<file path="config.mk">
export PLATFORM = sky130hd
export DESIGN_NAME = memory_write_read_self_test_top
export DESIGN_NICKNAME = d
export VERILOG_FILES = /design/src/rtl/core/msbt_pkg.sv /design/src/rtl/core/msbt_queue.sv /design/src/rtl/core/msbt_cfg.sv /design/src/rtl/core/msbt_back.sv /design/src/rtl/core/memory_write_read_self_test_top.sv
export SDC_FILE = /design/constraint.sdc
export NUM_CORES = 1
export LEC_CHECK = 0
export ABC_CLOCK_PERIOD_IN_PS = 6500
export BUFFER_PORTS_ARGS = -buffer_cell sky130_fd_sc_hd__buf_2
export CAP_MARGIN = 25
export CELL_PAD_IN_SITES_DETAIL_PLACEMENT = 1
export CELL_PAD_IN_SITES_GLOBAL_PLACEMENT = 2
export CORE_MARGIN = 8
export CORE_UTILIZATION = 41
export CTS_BUF_LIST = sky130_fd_sc_hd__clkbuf_2
export DETAILED_ROUTE_END_ITERATION = 8
export PLACE_DENSITY = 0.92
export SYNTH_ARGS = -nofsm -noshare
export SYNTH_HDL_FRONTEND = slang
export SYNTH_HIERARCHICAL = 1
export SYNTH_SLANG_ARGS = --single-unit
</file>
<file path="constraint.sdc">
create_clock -name i_clk -period 6.5 [get_ports i_clk]
set_clock_uncertainty 0.1 [all_clocks]
set_input_delay 1.95 -clock i_clk [delete_from_list [all_inputs] [get_ports i_clk]]
set_output_delay 1.95 -clock i_clk [all_outputs]
set_load 0.01 [all_outputs]
</file>
<file path="src/rtl/core/msbt_pkg.sv">
`default_nettype none

package msbt_pkg;

    localparam int ADDR_W_DEF = 20;
    localparam int OUT_ADDR_W = 20;
    localparam int LEN_W      = 21;
    localparam int ERR_W      = 21;
    localparam int BYTE_W     = 8;
    localparam int APB_AW     = 3;
    localparam int APB_DW     = 32;

    localparam logic [LEN_W-1:0] LEN_RESET = LEN_W'(20'h10000);
    localparam logic [ERR_W-1:0] ERR_MAX   = '1;
    localparam logic [BYTE_W-1:0] PAT_MUL  = 8'h9D;
    localparam logic [BYTE_W-1:0] PAT_XOR  = 8'h5A;

    localparam logic [0:0] REG_TEST_LENGTH = 1'b0;

    localparam logic OP_START = 1'b0;
    localparam logic OP_DONE  = 1'b1;

    typedef enum logic [1:0] {
        PH_IDLE  = 2'd0,
        PH_WRITE = 2'd1,
        PH_READ  = 2'd2,
        PH_DONE  = 2'd3
    } t_phase;

    typedef enum logic [1:0] {
        CMD_NONE  = 2'd0,
        CMD_WRITE = 2'd1,
        CMD_READ  = 2'd2
    } t_cmd;

    typedef struct packed {
        logic              operation;
        logic [BYTE_W-1:0] read_data;
    } t_in_item;

    typedef struct packed {
        t_cmd                  cmd_kind;
        logic [OUT_ADDR_W-1:0] cmd_addr;
        logic [BYTE_W-1:0]     cmd_wdata;
        logic                  done_res;
        logic                  pass;
        logic [ERR_W-1:0]      error_count;
        logic [OUT_ADDR_W-1:0] first_fail_addr;
        logic [BYTE_W-1:0]     first_rd_byte;
        logic [BYTE_W-1:0]     first_exp_byte;
        logic [1:0]            fail_bank;
        logic [8:0]            fail_row;
        logic [8:0]            fail_col;
    } t_out_item;

    function automatic logic [BYTE_W-1:0] pattern_of(input logic [BYTE_W-1:0] a);
        logic [BYTE_W-1:0] prod;
        prod = BYTE_W'(a * PAT_MUL);
        return prod ^ PAT_XOR;
    endfunction

endpackage

`default_nettype wire

</file>
<file path="src/rtl/core/msbt_queue.sv">
`default_nettype none

module msbt_queue #(
    parameter type t_data = logic
) (
    input  wire logic  i_clk,
    input  wire logic  i_rst_n,
    input  wire logic  i_push,
    output logic       o_full,
    input  wire t_data i_data,
    output logic       o_empty,
    input  wire logic  i_pop,
    output t_data      o_data
);

    t_data      r_mem [2];
    logic       r_wp;
    logic       r_rp;
    logic [1:0] r_count;
    logic       do_push;
    logic       do_pop;

    assign o_full  = (r_count == 2'd2);
    assign o_empty = (r_count == 2'd0);
    assign o_data  = r_mem[r_rp];
    assign do_push = i_push && !o_full;
    assign do_pop  = i_pop && !o_empty;

    always_ff @(posedge i_clk) begin
        if (do_push) begin
            r_mem[r_wp] <= i_data;
        end
    end

    always_ff @(posedge i_clk) begin
        if (!i_rst_n) begin
            r_wp    <= 1'b0;
            r_rp    <= 1'b0;
            r_count <= 2'd0;
        end else begin
            if (do_push) begin
                r_wp <= ~r_wp;
            end
            if (do_pop) begin
                r_rp <= ~r_rp;
            end
            case ({do_push, do_pop})
                2'b10:   r_count <= r_count + 2'd1;
                2'b01:   r_count <= r_count - 2'd1;
                default: r_count <= r_count;
            endcase
        end
    end

endmodule

`default_nettype wire

</file>
<file path="src/rtl/core/msbt_cfg.sv">
`default_nettype none

module msbt_cfg
    import msbt_pkg::*;
(
    input  wire logic              i_clk,
    input  wire logic              i_rst_n,
    input  wire logic              psel,
    input  wire logic              penable,
    input  wire logic              pwrite,
    input  wire logic [APB_AW-1:0] paddr,
    input  wire logic [APB_DW-1:0] pwdata,
    output logic      [APB_DW-1:0] prdata,
    output logic                   pready,
    output logic      [LEN_W-1:0]  o_test_length
);

    logic [LEN_W-1:0] r_test_length;
    logic             wr_len;

    assign pready        = 1'b1;
    assign wr_len        = psel && penable && pwrite && (paddr[2] == REG_TEST_LENGTH);
    assign o_test_length = r_test_length;

    always_comb begin
        prdata = '0;
        if (paddr[2] == REG_TEST_LENGTH) begin
            prdata = APB_DW'(r_test_length);
        end
    end

    always_ff @(posedge i_clk) begin
        if (!i_rst_n) begin
            r_test_length <= LEN_RESET;
        end else if (wr_len) begin
            r_test_length <= pwdata[LEN_W-1:0];
        end
    end

endmodule

`default_nettype wire

</file>
<file path="src/rtl/core/msbt_back.sv">
`default_nettype none

module msbt_back
    import msbt_pkg::*;
#(
    parameter int ADDR_W = ADDR_W_DEF
) (
    input  wire logic             i_clk,
    input  wire logic             i_rst_n,
    input  wire logic [LEN_W-1:0] i_test_length,
    input  wire logic             i_in_empty,
    output logic                  o_in_pop,
    input  wire t_in_item         i_in_item,
    output logic                  o_empty,
    input  wire logic             i_pop,
    output t_out_item             o_result
);

    localparam int LW = (ADDR_W + 1 > LEN_W) ? ADDR_W + 1 : LEN_W;

    t_phase                r_phase;
    t_phase                n_phase;
    logic [ADDR_W:0]       r_cnt;
    logic [ADDR_W:0]       n_cnt;
    logic [ERR_W-1:0]      r_errs;
    logic [ERR_W-1:0]      n_errs;
    logic                  r_seen;
    logic                  n_seen;
    logic [OUT_ADDR_W-1:0] r_cap_addr;
    logic [OUT_ADDR_W-1:0] n_cap_addr;
    logic [BYTE_W-1:0]     r_cap_got;
    logic [BYTE_W-1:0]     n_cap_got;
    logic [BYTE_W-1:0]     r_cap_want;
    logic [BYTE_W-1:0]     n_cap_want;

    logic                  out_full;
    logic                  fire;
    logic                  is_start;
    logic [LW-1:0]         len_raw;
    logic [LW-1:0]         len_lim;
    logic [LW-1:0]         len;
    logic [ADDR_W:0]       cnt_inc;
    logic [LW-1:0]         cnt_ext;
    logic [LW-1:0]         inc_ext;
    logic                  more;
    logic [BYTE_W-1:0]     want;
    logic                  mismatch;
    logic                  do_report;
    t_out_item             res;

    assign fire     = !i_in_empty && !out_full;
    assign o_in_pop = fire;
    assign is_start = (i_in_item.operation == OP_START);

    assign len_raw = LW'(i_test_length);
    assign len_lim = LW'(1) << ADDR_W;
    always_comb begin
        len = len_raw;
        if (len_raw == '0) begin
            len = LW'(1);
        end else if (len_raw > len_lim) begin
            len = len_lim;
        end
    end

    assign cnt_inc  = r_cnt + 1'b1;
    assign cnt_ext  = LW'(r_cnt);
    assign inc_ext  = LW'(cnt_inc);
    assign more     = (inc_ext < len);
    assign want     = pattern_of(r_cnt[BYTE_W-1:0]);
    assign mismatch = (i_in_item.read_data != want);

    always_comb begin
        n_phase = r_phase;
        if (fire) begin
            if (is_start) begin
                n_phase = PH_WRITE;
            end else begin
                unique case (r_phase)
                    PH_WRITE: if (!more) n_phase = PH_READ;
                    PH_READ:  if (!more) n_phase = PH_DONE;
                    PH_IDLE:  n_phase = PH_IDLE;
                    PH_DONE:  n_phase = PH_DONE;
                endcase
            end
        end
    end

    always_comb begin
        n_cnt      = r_cnt;
        n_errs     = r_errs;
        n_seen     = r_seen;
        n_cap_addr = r_cap_addr;
        n_cap_got  = r_cap_got;
        n_cap_want = r_cap_want;
        do_report  = 1'b0;
        res        = '0;
        res.cmd_kind = CMD_NONE;
        if (fire) begin
            if (is_start) begin
                n_cnt         = '0;
                n_errs        = '0;
                n_seen        = 1'b0;
                n_cap_addr    = '0;
                n_cap_got     = '0;
                n_cap_want    = '0;
                res.cmd_kind  = CMD_WRITE;
                res.cmd_wdata = pattern_of('0);
            end else begin
                unique case (r_phase)
                    PH_WRITE: begin
                        if (more) begin
                            n_cnt         = cnt_inc;
                            res.cmd_kind  = CMD_WRITE;
                            res.cmd_addr  = inc_ext[OUT_ADDR_W-1:0];
                            res.cmd_wdata = pattern_of(cnt_inc[BYTE_W-1:0]);
                        end else begin
                            n_cnt        = '0;
                            res.cmd_kind = CMD_READ;
                        end
                    end
                    PH_READ: begin
                        if (mismatch) begin
                            if (!r_seen) begin
                                n_seen     = 1'b1;
                                n_cap_addr = cnt_ext[OUT_ADDR_W-1:0];
                                n_cap_got  = i_in_item.read_data;
                                n_cap_want = want;
                            end
                            if (r_errs != ERR_MAX) begin
                                n_errs = r_errs + 1'b1;
                            end
                        end
                        if (more) begin
                            n_cnt        = cnt_inc;
                            res.cmd_kind = CMD_READ;
                            res.cmd_addr = inc_ext[OUT_ADDR_W-1:0];
                        end else begin
                            do_report = 1'b1;
                        end
                    end
                    PH_DONE: do_report = 1'b1;
                    PH_IDLE: do_report = 1'b0;
                endcase
            end
        end
        if (do_report) begin
            res.done_res = 1'b1;
            res.pass     = !n_seen;
            if (n_seen) begin
                res.error_count     = n_errs;
                res.first_fail_addr = n_cap_addr;
                res.first_rd_byte   = n_cap_got;
                res.first_exp_byte  = n_cap_want;
                res.fail_bank       = n_cap_addr[10:9];
                res.fail_row        = n_cap_addr[19:11];
                res.fail_col        = n_cap_addr[8:0];
            end
        end
    end

    always_ff @(posedge i_clk) begin
        if (!i_rst_n) begin
            r_phase    <= PH_IDLE;
            r_cnt      <= '0;
            r_errs     <= '0;
            r_seen     <= 1'b0;
            r_cap_addr <= '0;
            r_cap_got  <= '0;
            r_cap_want <= '0;
        end else begin
            r_phase    <= n_phase;
            r_cnt      <= n_cnt;
            r_errs     <= n_errs;
            r_seen     <= n_seen;
            r_cap_addr <= n_cap_addr;
            r_cap_got  <= n_cap_got;
            r_cap_want <= n_cap_want;
        end
    end

    msbt_queue #(
        .t_data (t_out_item)
    ) u_out_q (
        .i_clk   (i_clk),
        .i_rst_n (i_rst_n),
        .i_push  (fire),
        .o_full  (out_full),
        .i_data  (res),
        .o_empty (o_empty),
        .i_pop   (i_pop),
        .o_data  (o_result)
    );

endmodule

`default_nettype wire

</file>
<file path="src/rtl/core/memory_write_read_self_test_top.sv">
`default_nettype none

// channel  | direction | handshake               | payload
// ---------+-----------+-------------------------+-----------------------------
// item     | in        | push / full             | i_item   (t_in_item)
// result   | out       | empty / pop             | o_result (t_out_item)
// config   | in        | psel penable pwrite     | paddr pwdata prdata pready
//
// One item per cycle while results are popped; each item reaches the result
// ports via the input queue, then a sequencer step into the result queue.
// Both queues hold two items, so a stalled pop backs up into full.
// Synchronous active-low reset; test_length resets to 65536, phase to idle.

module memory_write_read_self_test_top
    import msbt_pkg::*;
#(
    parameter int ADDR_W = ADDR_W_DEF
) (
    input  wire logic              i_clk,
    input  wire logic              i_rst_n,
    input  wire logic              psel,
    input  wire logic              penable,
    input  wire logic              pwrite,
    input  wire logic [APB_AW-1:0] paddr,
    input  wire logic [APB_DW-1:0] pwdata,
    output logic      [APB_DW-1:0] prdata,
    output logic                   pready,
    input  wire logic              push,
    output logic                   full,
    input  wire t_in_item          i_item,
    output logic                   empty,
    input  wire logic              pop,
    output t_out_item              o_result
);

    logic [LEN_W-1:0] test_length;
    logic             in_empty;
    logic             in_pop;
    t_in_item         in_head;

    msbt_cfg u_cfg (
        .i_clk         (i_clk),
        .i_rst_n       (i_rst_n),
        .psel          (psel),
        .penable       (penable),
        .pwrite        (pwrite),
        .paddr         (paddr),
        .pwdata        (pwdata),
        .prdata        (prdata),
        .pready        (pready),
        .o_test_length (test_length)
    );

    msbt_queue #(
        .t_data (t_in_item)
    ) u_in_q (
        .i_clk   (i_clk),
        .i_rst_n (i_rst_n),
        .i_push  (push),
        .o_full  (full),
        .i_data  (i_item),
        .o_empty (in_empty),
        .i_pop   (in_pop),
        .o_data  (in_head)
    );

    msbt_back #(
        .ADDR_W (ADDR_W)
    ) u_back (
        .i_clk         (i_clk),
        .i_rst_n       (i_rst_n),
        .i_test_length (test_length),
        .i_in_empty    (in_empty),
        .o_in_pop      (in_pop),
        .i_in_item     (in_head),
        .o_empty       (empty),
        .i_pop         (pop),
        .o_result      (o_result)
    );

endmodule

`default_nettype wire
</file>
==> summary.md <==
| Metric | Value |
|---|---|
| Outcome | `finished clean` |
| Pwr dens | `365 nW/um2` |
| GR Overflow Total | `0` |
| Crit path DAT | `6.34 ns` |
| GPL Wtd Cong | `0.803` |
| Setup WS pre-CTS | `0.863 ns` |
| End point of the critical path | `u_back/u_out_q/r_mem[1][75]` |
| Die W | `215 um` |
| Postcts setup bufs | `0` |
| Worst setup EP type | `flip-flop` |
| Final max-slew violation count | `0` |
| Largest net degree at the start of global routing | `69` |
| CTS Sinks | `348` |
| FF-to-FF setup slack | `0.78 ns` |
| DRT Pass-1 Iters | `5` |
| Final #Nets | `1671` |
| I/O Buffers | `169` |
| Most frequently used flop master after synthesis | `edfxtp_1` |
| WS Path Type | `reg -> reg` |
| Filler Cell Count | `4273` |
| Final Hold Viols | `0` |
| Final wirelength | `40.1 mm` |
| Core Footprint | `39400 um2` |
| Initial core utilization | `41.2%` |
| Finish-stage setup viols | `0` |
| Sequential cell area | `9330 um2` |
| Worst path required time | `7.12 ns` |
| Vias post-DR | `10941` |
| RSZ-0062 raised after global routing | `false` |
| Cell variety after synth | `59` |
| Fmax | `175 MHz` |
| # Max-Cap Violations | `0` |
| Worst-Skew Late Latency | `0.97 ns` |
| Tcrit/Tclk final | `88.1%` |
| Top cells by count, synth | `edfxtp_1 (236), nand2_1 (126), mux2_2 (119)` |
| Clock Tree Buf Depth | `3` |
| Worst flop-to-flop path startpoint | `u_back/cnt_ext[1]` |
| Hold-fix buffers at CTS | `0` |
| Num CTS Buffers | `87` |
| Most common cell in the netlist | `edfxtp_1` |
| CP max FO | `28` |
| Clock-pin slew on the worst setup and hold paths | `0.11 ns` |
| Top-area cell type share of the netlist area | `43.7%` |
| H-tree depth | `3` |
| Synth Register Bits | `348` |
| Maximum VDD drop | `0.251 mV` |
| CP startpoint kind | `flip-flop` |
| Synthesized area per cell | `12.1 um2` |
| CP Launch Point | `u_back/cnt_ext[1]` |
| WL per Instance | `18.7 um` |
| 1st-iter DRT viols | `467` |
| Clk root buf | `clkbuf_2` |
| EDFF count, synth | `236` |
| Worst r2r path cells | `14` |
| Synth area leader | `edfxtp_1` |
| Synth Warn # | `6` |
| Vias per cell | `5.09` |
| DIE HEIGHT | `215 um` |
| Clock period minus final worst setup slack | `5.72 ns` |
| Layout cells sized above 1 | `28.4%` |
| Final setup margin | `0.775 ns` |
| Ranking of synthesized cells by area | `edfxtp_1 (44%), dfxtp_1 (14%), mux2_2 (8.3%), ha_1 (4.5%), nand2_1 (2.9%)` |
| FFs w/ async S/R, synth | `0%` |
| FP Rows | `73` |
| Mapped Cells | `1341` |
| # DRC | `0` |
| First-pass GRT wire length | `63.7 mm` |
| Max-slew headroom | `31.8%` |
| Leakage power | `7.00 nW` |
| DIE AREA | `46100 um2` |
| Placed Cells incl. Taps | `1986` |
| RR Endpoint | `u_back/u_out_q/r_mem[1][75]` |
| WHS | `0.392 ns` |
| Multi-input combinational cell area | `6230 um2` |
| Post-DRT Antenna Nets | `0` |
| Register area share after synthesis | `57.6%` |
| Setup tns final | `0 ns` |
| I/O Pins | `195` |
| TritonCTS clock tree | `yes` |
| Layout Cells excl Fill | `2148` |
| Post_cts resized | `0` |
| Syn Std Cell Area | `16200 um2` |
| Slew @ Worst Pin | `1.02 ns` |
| Worst Hold Class | `reg -> reg` |
| Vias in the first global route | `11863` |
| Layout area overhead | `13.1%` |
| DP HPWL | `28.4 mm` |
| Total track usage | `17.1%` |
| Initial antenna violation count | `1` |
[cells by family (layout without fill, tap and decap cells)]
kind of cell             after synthesis  count (layout)  share of synthesized area [%]
AO/OA/AOI/OAI                        165             165                           6.46
XOR/XNOR                              58              58                           3.22
adder cells (fa/ha/maj)               69              69                           5.84
buffers and inverters                154             424                           4.34
flip-flops                           348             348                           57.6
multiplexers                         142             142                           9.69
other                                  2              14                         0.0464
AND/OR/NAND/NOR                      403             403                           12.8
[cell type report]
class / instances / share of cell area (%)
Sequential cell: 348 / 50.9
Multi-Input combinational cell: 849 / 34.0
Timing Repair Buffer: 187 / 5.53
Clock buffer: 135 / 3.69
Tap cell: 525 / 3.58
Inverter: 78 / 1.61
Clock inverter: 24 / 0.662
Antenna cell: 2 / 0.0273
[per-layer routing]
layer | track usage (%) | share of wire, % | up-vias
li1 | - | - | 5251
met1 | 21.4 | 45 | 5420
met2 | 28.5 | 49 | 214
met3 | 3.95 | 4.7 | 56
met4 | 6.28 | 2.0 | 0
met5 | 0 | 0 | -
[metrics by stage]
stage	total power, mW	instance area [um2]	util [%]
detailed placement	5.34	17500	44.5
global route	7.12	18300	46.6
CTS	6.84	18300	46.5
finish	6.70	18300	46.6
global placement	5.26	17500	44.5
floorplan	4.50	16200	-
[worst max-delay path, cell delays in order, from the launching register on]
cell and delay [ns]:
dfxtp_1 0.54, inv_1 0.23, fa_1 0.43, inv_1 0.06
ha_1 0.23, ha_1 0.31, fa_1 0.58, inv_1 0.07
fa_1 0.54, xnor2_1 0.16, nor3_1 0.38, o2111a_1 0.56
or2_1 0.74, o31ai_1 0.25, a21oi_1 0.30
[how the worst min path moves through the flow]
| stage | startpoint | endpoint | slack (ns) | depth (start not counted) |
|---|---|---|---|---|
| floorplan | u_cfg/o_test_length[18] | u_cfg/o_test_length[18] | 0.35 | 2 |
| global placement | u_in_q/r_wp | u_in_q/r_wp | 0.37 | 2 |
| detailed placement | u_cfg/o_test_length[13] | u_cfg/o_test_length[13] | 0.38 | 2 |
| CTS | u_cfg/o_test_length[2] | u_cfg/o_test_length[2] | 0.40 | 2 |
| global route | u_cfg/o_test_length[10] | u_cfg/o_test_length[10] | 0.43 | 2 |
| finish | u_cfg/o_test_length[2] | u_cfg/o_test_length[2] | 0.39 | 2 |
[report_power, final]
part,leakage (nW),total [mW],switching (mW),internal [mW]
clock network,0.628,1.46,0.870,0.589
logic,3.26,2.07,1.22,0.843
registers,3.12,3.17,0.191,2.98
[registers in the layout, summed over array words and instances, names as in the netlist, 2 cells and up, named ones only]
name                    cells
u_cfg/o_test_length        21
u_back/r_errs              21
u_in_q/r_count              2
u_back/u_out_q/r_mem      218
u_back/r_phase              2
u_in_q/r_mem               18
u_back/r_cap_addr          20
u_back/r_cap_want           8
u_back/u_out_q/r_count      2
u_back/cnt_ext             21
u_back/r_cap_got            8
[cell usage in the layout, fill, tap and decap left out, types with 12 or more instances in the layout]
cell type,count
edfxtp_1,236
buf_2,169
clkbuf_2,135
nand2_1,126
mux2_2,119
dfxtp_1,111
inv_1,74
nor2b_1,67
ha_1,58
nor2_1,53
a21oi_1,49
xnor2_1,46
and2_1,43
o22ai_1,37
mux2i_1,23
o21ai_0,23
nand3_1,21
clkinv_1,17
buf_4,16
nand4_1,16
or3_1,16
nor3_1,16
o31ai_1,12
conb_1,12
Note: power is estimated with default switching activity, not from simulation.
